`src/hw/rtl/htfd_pkg.sv`:
```
// Shared types and constants for the humidity/temperature frame decoder.
package htfd_pkg;

  localparam int BYTE_W      = 8;
  localparam int CENTI_W     = 15;
  localparam int STATUS_W    = 2;
  localparam int RAW_W       = 16;
  localparam int SPAN_W      = 15;
  localparam int PROD_W      = RAW_W + SPAN_W;
  localparam int CFG_INDEX_W = 1;
  localparam int CFG_DATA_W  = 8;

  typedef logic [BYTE_W-1:0]          byte_t;
  typedef logic signed [CENTI_W-1:0]  centi_t;
  typedef logic [STATUS_W-1:0]        status_t;
  typedef logic [RAW_W-1:0]           raw_t;
  typedef logic [PROD_W-1:0]          prod_t;
  typedef logic [CFG_INDEX_W-1:0]     cfg_index_t;
  typedef logic [CFG_DATA_W-1:0]      cfg_data_t;

  // Position of a byte within the six-byte reply
  typedef enum logic [2:0] {
    POS_T_HI  = 3'd0,
    POS_T_LO  = 3'd1,
    POS_T_CRC = 3'd2,
    POS_H_HI  = 3'd3,
    POS_H_LO  = 3'd4,
    POS_H_CRC = 3'd5
  } pos_t;

  localparam status_t STATUS_OK      = 2'd0;
  localparam status_t STATUS_T_CRC   = 2'd1;
  localparam status_t STATUS_H_CRC   = 2'd2;

  localparam cfg_index_t CFG_CRC_INIT = 1'd0;
  localparam cfg_index_t CFG_CRC_POLY = 1'd1;

  localparam byte_t CRC_INIT_RST = 8'hFF;
  localparam byte_t CRC_POLY_RST = 8'h31;

  localparam logic [SPAN_W-1:0] TEMP_SPAN   = 15'd17500;
  localparam logic [SPAN_W-1:0] HUM_SPAN    = 15'd12500;
  localparam centi_t            TEMP_OFFSET = -15'sd4500;
  localparam centi_t            HUM_OFFSET  = -15'sd600;

endpackage

```
`src/hw/rtl/htfd_if.sv`:
```
// Valid/ready channel interfaces for reply bytes and decoded results.
interface htfd_in_if;
  import htfd_pkg::*;

  logic  valid;
  logic  ready;
  byte_t rx_byte;
  logic  frame_start;

  modport source (output valid, output rx_byte, output frame_start, input ready);
  modport sink   (input valid, input rx_byte, input frame_start, output ready);
endinterface

interface htfd_out_if;
  import htfd_pkg::*;

  logic    valid;
  logic    ready;
  centi_t  temperature_centi;
  centi_t  humidity_centi;
  status_t status;

  modport source (output valid, output temperature_centi, output humidity_centi,
                  output status, input ready);
  modport sink   (input valid, input temperature_centi, input humidity_centi,
                  input status, output ready);
endinterface

```
`src/hw/rtl/humidity_temp_frame_decoder.sv`:
```
// A result is presented in the cycle after the H_crc byte is accepted.
// One byte is accepted per cycle unless an untaken result stalls the input; one result per six-byte reply.
// Raw words are scaled by a product taken as each low byte arrives, so the
// last byte needs only adds. Reset clears position, CRC state, held readings
// and the result valid, and restores crc_init to 0xFF and crc_poly to 0x31.
module humidity_temp_frame_decoder (
  input  logic                   clk,
  input  logic                   rst,
  htfd_in_if.sink                rx,
  htfd_out_if.source             res,
  input  logic                   cfg_we,
  input  htfd_pkg::cfg_index_t   cfg_index,
  input  htfd_pkg::cfg_data_t    cfg_data
);
  import htfd_pkg::*;

  // round(span * raw / 65535) + offset; n / 65535 is exact as (n + n>>16 + 1) >> 16
  function automatic centi_t scale(input prod_t prod, input centi_t offset);
    logic [31:0]        n;
    logic [31:0]        s;
    logic [CENTI_W-1:0] q;
    n = {1'b0, prod} + 32'd32767;
    s = n + {16'd0, n[31:16]} + 32'd1;
    q = s[30:16];
    return centi_t'(q + offset);
  endfunction

  byte_t   crc_init;
  byte_t   crc_poly;
  pos_t    pos;
  byte_t   running_crc;
  byte_t   t_hi;
  byte_t   h_hi;
  prod_t   t_prod;
  prod_t   h_prod;
  logic    t_failed;
  centi_t  held_t;
  centi_t  held_h;
  logic    res_valid;
  centi_t  res_t;
  centi_t  res_h;
  status_t res_status;

  logic    rx_fire;
  pos_t    cur_pos;
  byte_t   crc_seed;
  byte_t   crc_upd;
  raw_t    raw_word;
  status_t status_next;
  centi_t  held_t_next;
  centi_t  held_h_next;

  assign rx_fire  = rx.valid && rx.ready;
  assign rx.ready = !res_valid || res.ready;
  assign cur_pos  = rx.frame_start ? POS_T_HI : pos;

  // Each word's CRC starts from crc_init
  assign crc_seed = (cur_pos == POS_T_HI || cur_pos == POS_H_HI) ? crc_init : running_crc;

  htfd_crc8 u_crc (
    .crc_in  (crc_seed),
    .data    (rx.rx_byte),
    .poly    (crc_poly),
    .crc_out (crc_upd)
  );

  assign raw_word = (cur_pos == POS_T_LO) ? {t_hi, rx.rx_byte} : {h_hi, rx.rx_byte};

  always_comb begin
    status_next = STATUS_OK;
    held_t_next = held_t;
    held_h_next = held_h;
    if (t_failed) begin
      status_next = STATUS_T_CRC;
    end else if (running_crc != rx.rx_byte) begin
      status_next = STATUS_H_CRC;
    end else begin
      held_t_next = scale(t_prod, TEMP_OFFSET);
      held_h_next = scale(h_prod, HUM_OFFSET);
    end
  end

  always_ff @(posedge clk) begin
    if (rst) begin
      crc_init <= CRC_INIT_RST;
      crc_poly <= CRC_POLY_RST;
    end else if (cfg_we) begin
      case (cfg_index)
        CFG_CRC_INIT: crc_init <= cfg_data;
        CFG_CRC_POLY: crc_poly <= cfg_data;
        default: ;
      endcase
    end
  end

  always_ff @(posedge clk) begin
    if (rst) begin
      pos         <= POS_T_HI;
      running_crc <= '0;
      t_hi        <= '0;
      h_hi        <= '0;
      t_failed    <= 1'b0;
      held_t      <= '0;
      held_h      <= '0;
    end else if (rx_fire) begin
      case (cur_pos)
        POS_T_HI: begin
          running_crc <= crc_upd;
          t_hi        <= rx.rx_byte;
          pos         <= POS_T_LO;
        end
        POS_T_LO: begin
          running_crc <= crc_upd;
          pos         <= POS_T_CRC;
        end
        POS_T_CRC: begin
          t_failed <= (running_crc != rx.rx_byte);
          pos      <= POS_H_HI;
        end
        POS_H_HI: begin
          running_crc <= crc_upd;
          h_hi        <= rx.rx_byte;
          pos         <= POS_H_LO;
        end
        POS_H_LO: begin
          running_crc <= crc_upd;
          pos         <= POS_H_CRC;
        end
        default: begin
          held_t <= held_t_next;
          held_h <= held_h_next;
          pos    <= POS_T_HI;
        end
      endcase
    end
  end

  // Take the scaling product as each low byte arrives
  always_ff @(posedge clk) begin
    if (rx_fire && cur_pos == POS_T_LO) begin
      t_prod <= prod_t'(raw_word) * prod_t'(TEMP_SPAN);
    end
    if (rx_fire && cur_pos == POS_H_LO) begin
      h_prod <= prod_t'(raw_word) * prod_t'(HUM_SPAN);
    end
  end

  // Hold the result until taken; a final byte loads a new one
  always_ff @(posedge clk) begin
    if (rst) begin
      res_valid <= 1'b0;
    end else begin
      res_valid <= (rx_fire && cur_pos == POS_H_CRC) || (res_valid && !res.ready);
    end
  end

  always_ff @(posedge clk) begin
    if (rx_fire && cur_pos == POS_H_CRC) begin
      res_t      <= held_t_next;
      res_h      <= held_h_next;
      res_status <= status_next;
    end
  end

  assign res.valid             = res_valid;
  assign res.temperature_centi = res_t;
  assign res.humidity_centi    = res_h;
  assign res.status            = res_status;

  a_result_from_last_byte: assert property (@(posedge clk) disable iff (rst)
    $rose(res_valid) |-> $past(rx_fire && cur_pos == POS_H_CRC))
    else $error("result raised without a final reply byte");

  a_bad_crc_holds: assert property (@(posedge clk) disable iff (rst)
    (rx_fire && cur_pos == POS_H_CRC && status_next != STATUS_OK)
      |=> (held_t == $past(held_t) && held_h == $past(held_h)))
    else $error("held readings changed on a failed CRC");

  a_no_spurious_result: assert property (@(posedge clk) disable iff (rst)
    (rx_fire && cur_pos != POS_H_CRC && res.ready) |=> !res_valid)
    else $error("result produced for a mid-frame item");

endmodule

```
`src/hw/rtl/htfd_crc8.sv`:
```
// MSB-first CRC-8 update over one byte, unrolled over its eight bits.
module htfd_crc8 (
  input  htfd_pkg::byte_t crc_in,
  input  htfd_pkg::byte_t data,
  input  htfd_pkg::byte_t poly,
  output htfd_pkg::byte_t crc_out
);
  import htfd_pkg::*;

  always_comb begin
    byte_t c;
    c = crc_in ^ data;
    for (int k = 0; k < BYTE_W; k++) begin
      if (c[BYTE_W-1]) begin
        c = {c[BYTE_W-2:0], 1'b0} ^ poly;
      end else begin
        c = {c[BYTE_W-2:0], 1'b0};
      end
    end
    crc_out = c;
  end

endmodule
```
`src/flat_wrapper.sv`:
```
// flat-port wrapper written by rule: the top's interface ports become plain ports
module humidity_temp_frame_decoder_flat import htfd_pkg::*;
  (clk, rst, cfg_we, cfg_index, cfg_data, rx_valid, rx_rx_byte, rx_frame_start, rx_ready, res_valid, res_temperature_centi, res_humidity_centi, res_status, res_ready);
  htfd_in_if rx_i ();
  htfd_out_if res_i ();
  input  logic clk;
  input  logic rst;
  input  logic cfg_we;
  input  htfd_pkg::cfg_index_t cfg_index;
  input  htfd_pkg::cfg_data_t cfg_data;
  input wire logic [$bits(rx_i.valid)-1:0] rx_valid;
  input wire logic [$bits(rx_i.rx_byte)-1:0] rx_rx_byte;
  input wire logic [$bits(rx_i.frame_start)-1:0] rx_frame_start;
  output wire logic [$bits(rx_i.ready)-1:0] rx_ready;
  output wire logic [$bits(res_i.valid)-1:0] res_valid;
  output wire logic [$bits(res_i.temperature_centi)-1:0] res_temperature_centi;
  output wire logic [$bits(res_i.humidity_centi)-1:0] res_humidity_centi;
  output wire logic [$bits(res_i.status)-1:0] res_status;
  input wire logic [$bits(res_i.ready)-1:0] res_ready;
  assign rx_i.valid = rx_valid;
  assign rx_i.rx_byte = rx_rx_byte;
  assign rx_i.frame_start = rx_frame_start;
  assign rx_ready = rx_i.ready;
  assign res_valid = res_i.valid;
  assign res_temperature_centi = res_i.temperature_centi;
  assign res_humidity_centi = res_i.humidity_centi;
  assign res_status = res_i.status;
  assign res_i.ready = res_ready;
  humidity_temp_frame_decoder u_core (.clk(clk), .rst(rst), .rx(rx_i), .res(res_i), .cfg_we(cfg_we), .cfg_index(cfg_index), .cfg_data(cfg_data));
endmodule
```
`config.mk`:
```
export PLATFORM = sky130hd
export DESIGN_NAME = humidity_temp_frame_decoder_flat
export DESIGN_NICKNAME = d
export VERILOG_FILES = /design/src/hw/rtl/htfd_pkg.sv /design/src/hw/rtl/htfd_if.sv /design/src/hw/rtl/humidity_temp_frame_decoder.sv /design/src/hw/rtl/htfd_crc8.sv /design/src/flat_wrapper.sv
export SDC_FILE = /design/constraint.sdc
export NUM_CORES = 1
export LEC_CHECK = 0
export BUFFER_PORTS_ARGS = -buffer_cell sky130_fd_sc_hd__buf_4
export CORE_UTILIZATION = 35
export CTS_CLUSTER_DIAMETER = 80
export DETAILED_ROUTE_END_ITERATION = 10
export GPL_TIMING_DRIVEN = 0
export SLEW_MARGIN = 20
export SYNTH_ARGS = -nofsm -noshare
export SYNTH_HDL_FRONTEND = slang
export SYNTH_HIERARCHICAL = 1
export SYNTH_SLANG_ARGS = --single-unit
```
`constraint.sdc`:
```
create_clock -name clk -period 7.12 [get_ports clk]
set_clock_uncertainty 0.15 [all_clocks]
set_input_delay 0.356 -clock clk [delete_from_list [all_inputs] [get_ports clk]]
set_output_delay 0.356 -clock clk [all_outputs]
set_load 0.01 [all_outputs]
```
==> impl_metrics.tcl <==
set metrics [dict create \
    tightest_slew_ns 1.11 \
    rr_worst_depth 25 \
    fmax_mhz 151 \
    ios 57 \
    worstHoldPathType "primary input to flip-flop" \
    r2r_slack_ns 0.49 \
    dr.first_iter.drc_count 788 \
    overflow 0 \
    status "finished, final reports clean" \
    cts_tree "yes" \
    grt_pass1_vias 13300 \
    grt.busiest_layer "met2" \
    via_per_inst 5.23 \
    antenna_found_initial 1 \
    pre_cts_ws_ns -0.415 \
    clock_latency_ns 0.43 \
    grt_usage_pct 17.8 \
    port_buffers 55 \
    fp.dieH_um 222 \
    dp_hpwl_um 35800 \
    synthesis.nets 2207 \
    slew_violations 0 \
    ys_seq_area_share_pct 24.7 \
    cts_sinks 164 \
    worst_ep_arrival_time_ns 6.66 \
    grt_max_degree 33 \
    period_share_pct 93.1 \
    p_leak_uw 0.00876 \
    crit_fanout 10 \
    area_growth_pct 11.6 \
    worstSetupEndpointType "flip-flop" \
    setup_ws_ns 0.494 \
    rows 80 \
    hold_viol 0 \
    cp_slowest_cell "mux2i_2" \
    critPathKind "flip-flop to flip-flop" \
    wl_per_cell_um 16.8 \
    critical_path_required_ns 7.15 \
    finalPower_uw 3760 \
    crit_end "u_core/t_prod[29]" \
    grt_setup_unrepaired "no" \
    grtUsageMet3_pct 2.35 \
    initial_core_util_pct 35.4 \
    seqCellArea_um2 4170 \
    synth_cell_types 89 \
    num-nets-final 2296 \
    grt_use_met1_pct 23.4 \
    setup.worst_path.start_class "flip-flop" \
    path_buf_inv 7 \
    synthArstFlopShare_pct 0 \
    cts_buffer_depth 2 \
    drc 0 \
    drtAntennaViolNets 0 \
    grt_use_met2_pct 30.5 \
    vias 13600 \
    setup_tns_ns 0 \
    power_density_nw_per_um2 199 \
    grt_pass1_wl_um 69900 \
    maxCapViolCount 0 \
    crit_path_start "u_core/pos[1]" \
    peakVddDrop_mv 0.122 \
    wl_um 43700 \
    coreArea_um2 47700 \
    die_x_um 222 \
    place_congestion 0.887 \
    max_stage_delay_ns 0.57 \
    synth_ff_type "edfxtp_1" \
    r2r_start "u_core/pos[1]" \
    syn_inst 1885 \
    cts_root_buf "clkbuf_16" \
    crit_family "adder cells" \
    max-slew-margin-rel_pct 25.7 \
    yosys_warnings 6 \
    ys_ff_latch 164 \
    cts_max_level 4 \
    crit_path_frequent_cell "inv_1" \
    multiInputGateArea_um2 11700 \
    drive_gt1_share_pct 8.31 \
    nFillCells 4673 \
    cp.depth 25 \
    syn_avg_cell_area_um2 8.97 \
    layout_min_cycle_time_ns 6.63 \
    reg2reg_to "u_core/t_prod[29]" \
    drt_pass1_iterations 5 \
    dieArea_um2 49200 \
    path_clk_slew_ns 0.07 \
    synth_edf_count 89 \
    numCtsBuffers 17 \
    setup_viol 0 \
    syn_area_um2 16900 \
]
==> cell families after synthesis <==
family | after synthesis | synth area share (%)
AO/OA/AOI/OAI | 324 | 13.0
XOR/XNOR | 174 | 9.91
adder cells (fa/ha/maj) | 299 | 26.1
buffers and inverters | 281 | 6.38
flip-flops | 164 | 24.7
multiplexers | 40 | 2.44
AND/OR/NAND/NOR | 603 | 17.5
==> worst min-delay path by stage <==
stage,from,endpoint,slack (ns),cells past startpoint
detailed placement,u_core/held_t[6],u_core/held_t[6],0.30,2
finish,cfg_data[7],u_core/crc_init[7],0.01,3
global route,cfg_data[7],u_core/crc_init[7],0.008,3
global placement,u_core/held_t[1],u_core/held_t[1],0.29,2
CTS,cfg_data[7],u_core/crc_init[7],0.004,3
floorplan,u_core/crc_poly[6],u_core/crc_poly[6],0.28,2
==> cell usage in the layout, fill, tap and decap left out, types with 16 or more instances in the layout <==
master     synthesis  layout
inv_1            225     224
and2_1            16      16
nand3_1           64      64
o211ai_1          19      19
mux2i_1           30      25
ha_1             210     210
a211oi_1          24      24
fa_1              89      89
o21ai_0           58      57
clkbuf_1          41      41
xnor2_1          103     103
a21oi_1           85      85
a21o_1            17      17
dfxtp_1           75      75
and3_1            21      21
xor2_1            59      59
edfxtp_1          89      89
nor3_1            47      46
nor2_1           134     133
buf_4              1      62
nand2_1          184     184
or3_1             19      19
clkbuf_16          0      17
nand4_1           21      21
==> per-stage QoR <==
stage                     cells  hold WS (ns)  util (%)  area (um^2)
after floorplan            1885         0.283         -        16900
after global placement     2555         0.290      37.9        18100
after detailed placement   2561         0.299      38.0        18100
after CTS                  2596       0.00445      39.4        18800
after global routing       2601       0.00821      39.5        18900
final                      2602        0.0105      39.5        18900
==> registers in the layout, summed over array words and instances, names as in the netlist <==
signal,flops
u_core/t_prod,29
u_core/h_prod,28
u_core/held_h,15
u_core/held_t,15
u_core/res.humidity_centi,15
u_core/res.temperature_centi,15
u_core/crc_init,8
u_core/crc_poly,8
u_core/h_hi,8
u_core/running_crc,8
u_core/t_hi,8
u_core/pos,3
u_core/res.status,2
u_core/res.valid,1
u_core/t_failed,1
==> worst register-to-register path: stages (launching register included) <==
cell and delay, ns:
dfxtp_1 0.31, clkbuf_1 0.22, nor2_1 0.20, nand2_1 0.15, nor2_4 0.17, buf_12 0.15
mux2i_2 0.58, inv_1 0.34, ha_1 0.42, inv_1 0.07, fa_1 0.50, inv_1 0.04
ha_1 0.28, inv_1 0.05, fa_1 0.48, inv_1 0.06, fa_1 0.47, ha_1 0.33
and3_1 0.17, nand2_1 0.05, o21ai_1 0.25, nor4_2 0.10, o311ai_1 0.40, a31o_2 0.22
a21oi_1 0.07, xnor2_1 0.12
==> area by class of cell <==
| cell class | instances | share of cell area (%) |
|---|---|---|
| timing repair buffer | 70 | 2.85 |
| sequential | 164 | 22.1 |
| antenna | 1 | 0.0133 |
| inverter | 227 | 4.52 |
| clock inverter | 14 | 0.888 |
| multi-input combinational | 1440 | 62.1 |
| buffer | 54 | 1.21 |
| tap | 615 | 4.08 |
| clock buffer | 17 | 2.25 |
==> where the power goes <==
group	switching [uW]	internal, uW
combinational	968	736
sequential	32.1	1080
clock	411	528
==> timing repair <==
action | CTS | global route
gates resized for setup | 3 | 9
hold buffers | 4 | 0
gates cloned | 0 | 0
hold endpoints to repair | 7 | 0
setup endpoints to repair | 9 | 12
pin swaps | 0 | 1
buffers inserted | 0 | 5
==> Yosys cell counts (all sizes together) (6+ instances only) <==
| cell | count | area (um^2) |
|---|---|---|
| inv | 225 | 845 |
| o21bai | 8 | 60.1 |
| or2 | 7 | 43.8 |
| dfxtp | 75 | 1500 |
| nor4 | 15 | 113 |
| ha | 210 | 2630 |
| or3 | 22 | 149 |
| mux2i | 30 | 300 |
| nand3 | 64 | 320 |
| nor2b | 14 | 87.6 |
| and3 | 22 | 143 |
| o211ai | 21 | 168 |
| buf | 13 | 73.8 |
| and3b | 6 | 52.6 |
| a211o | 6 | 52.6 |
| nand2 | 184 | 691 |
| nor2 | 134 | 503 |
| nor3 | 47 | 235 |
| nand2b | 15 | 93.8 |
| o21a | 13 | 97.6 |
| o211a | 8 | 80.1 |
| and2 | 16 | 100 |
| a21oi | 85 | 425 |
| nand4 | 21 | 131 |
| or4 | 12 | 93.8 |
| xor2 | 60 | 533 |
| a21o | 18 | 136 |
| o21ai | 65 | 329 |
| a211oi | 29 | 258 |
| clkbuf | 41 | 154 |
| a31oi | 14 | 87.6 |
| o31ai | 12 | 95.1 |
| fa | 89 | 1780 |
| xnor2 | 105 | 935 |
| a31o | 6 | 52.6 |
| mux2 | 10 | 113 |
| edfxtp | 89 | 2670 |
==> layer usage <==
layer	part of all wire (%)	wire [um]
met1	47	20300
met2	48	21000
met3	3.7	1610
met4	1.8	779
met5	0.039	17
No activity file was read; power rests on OpenSTA's default activity.
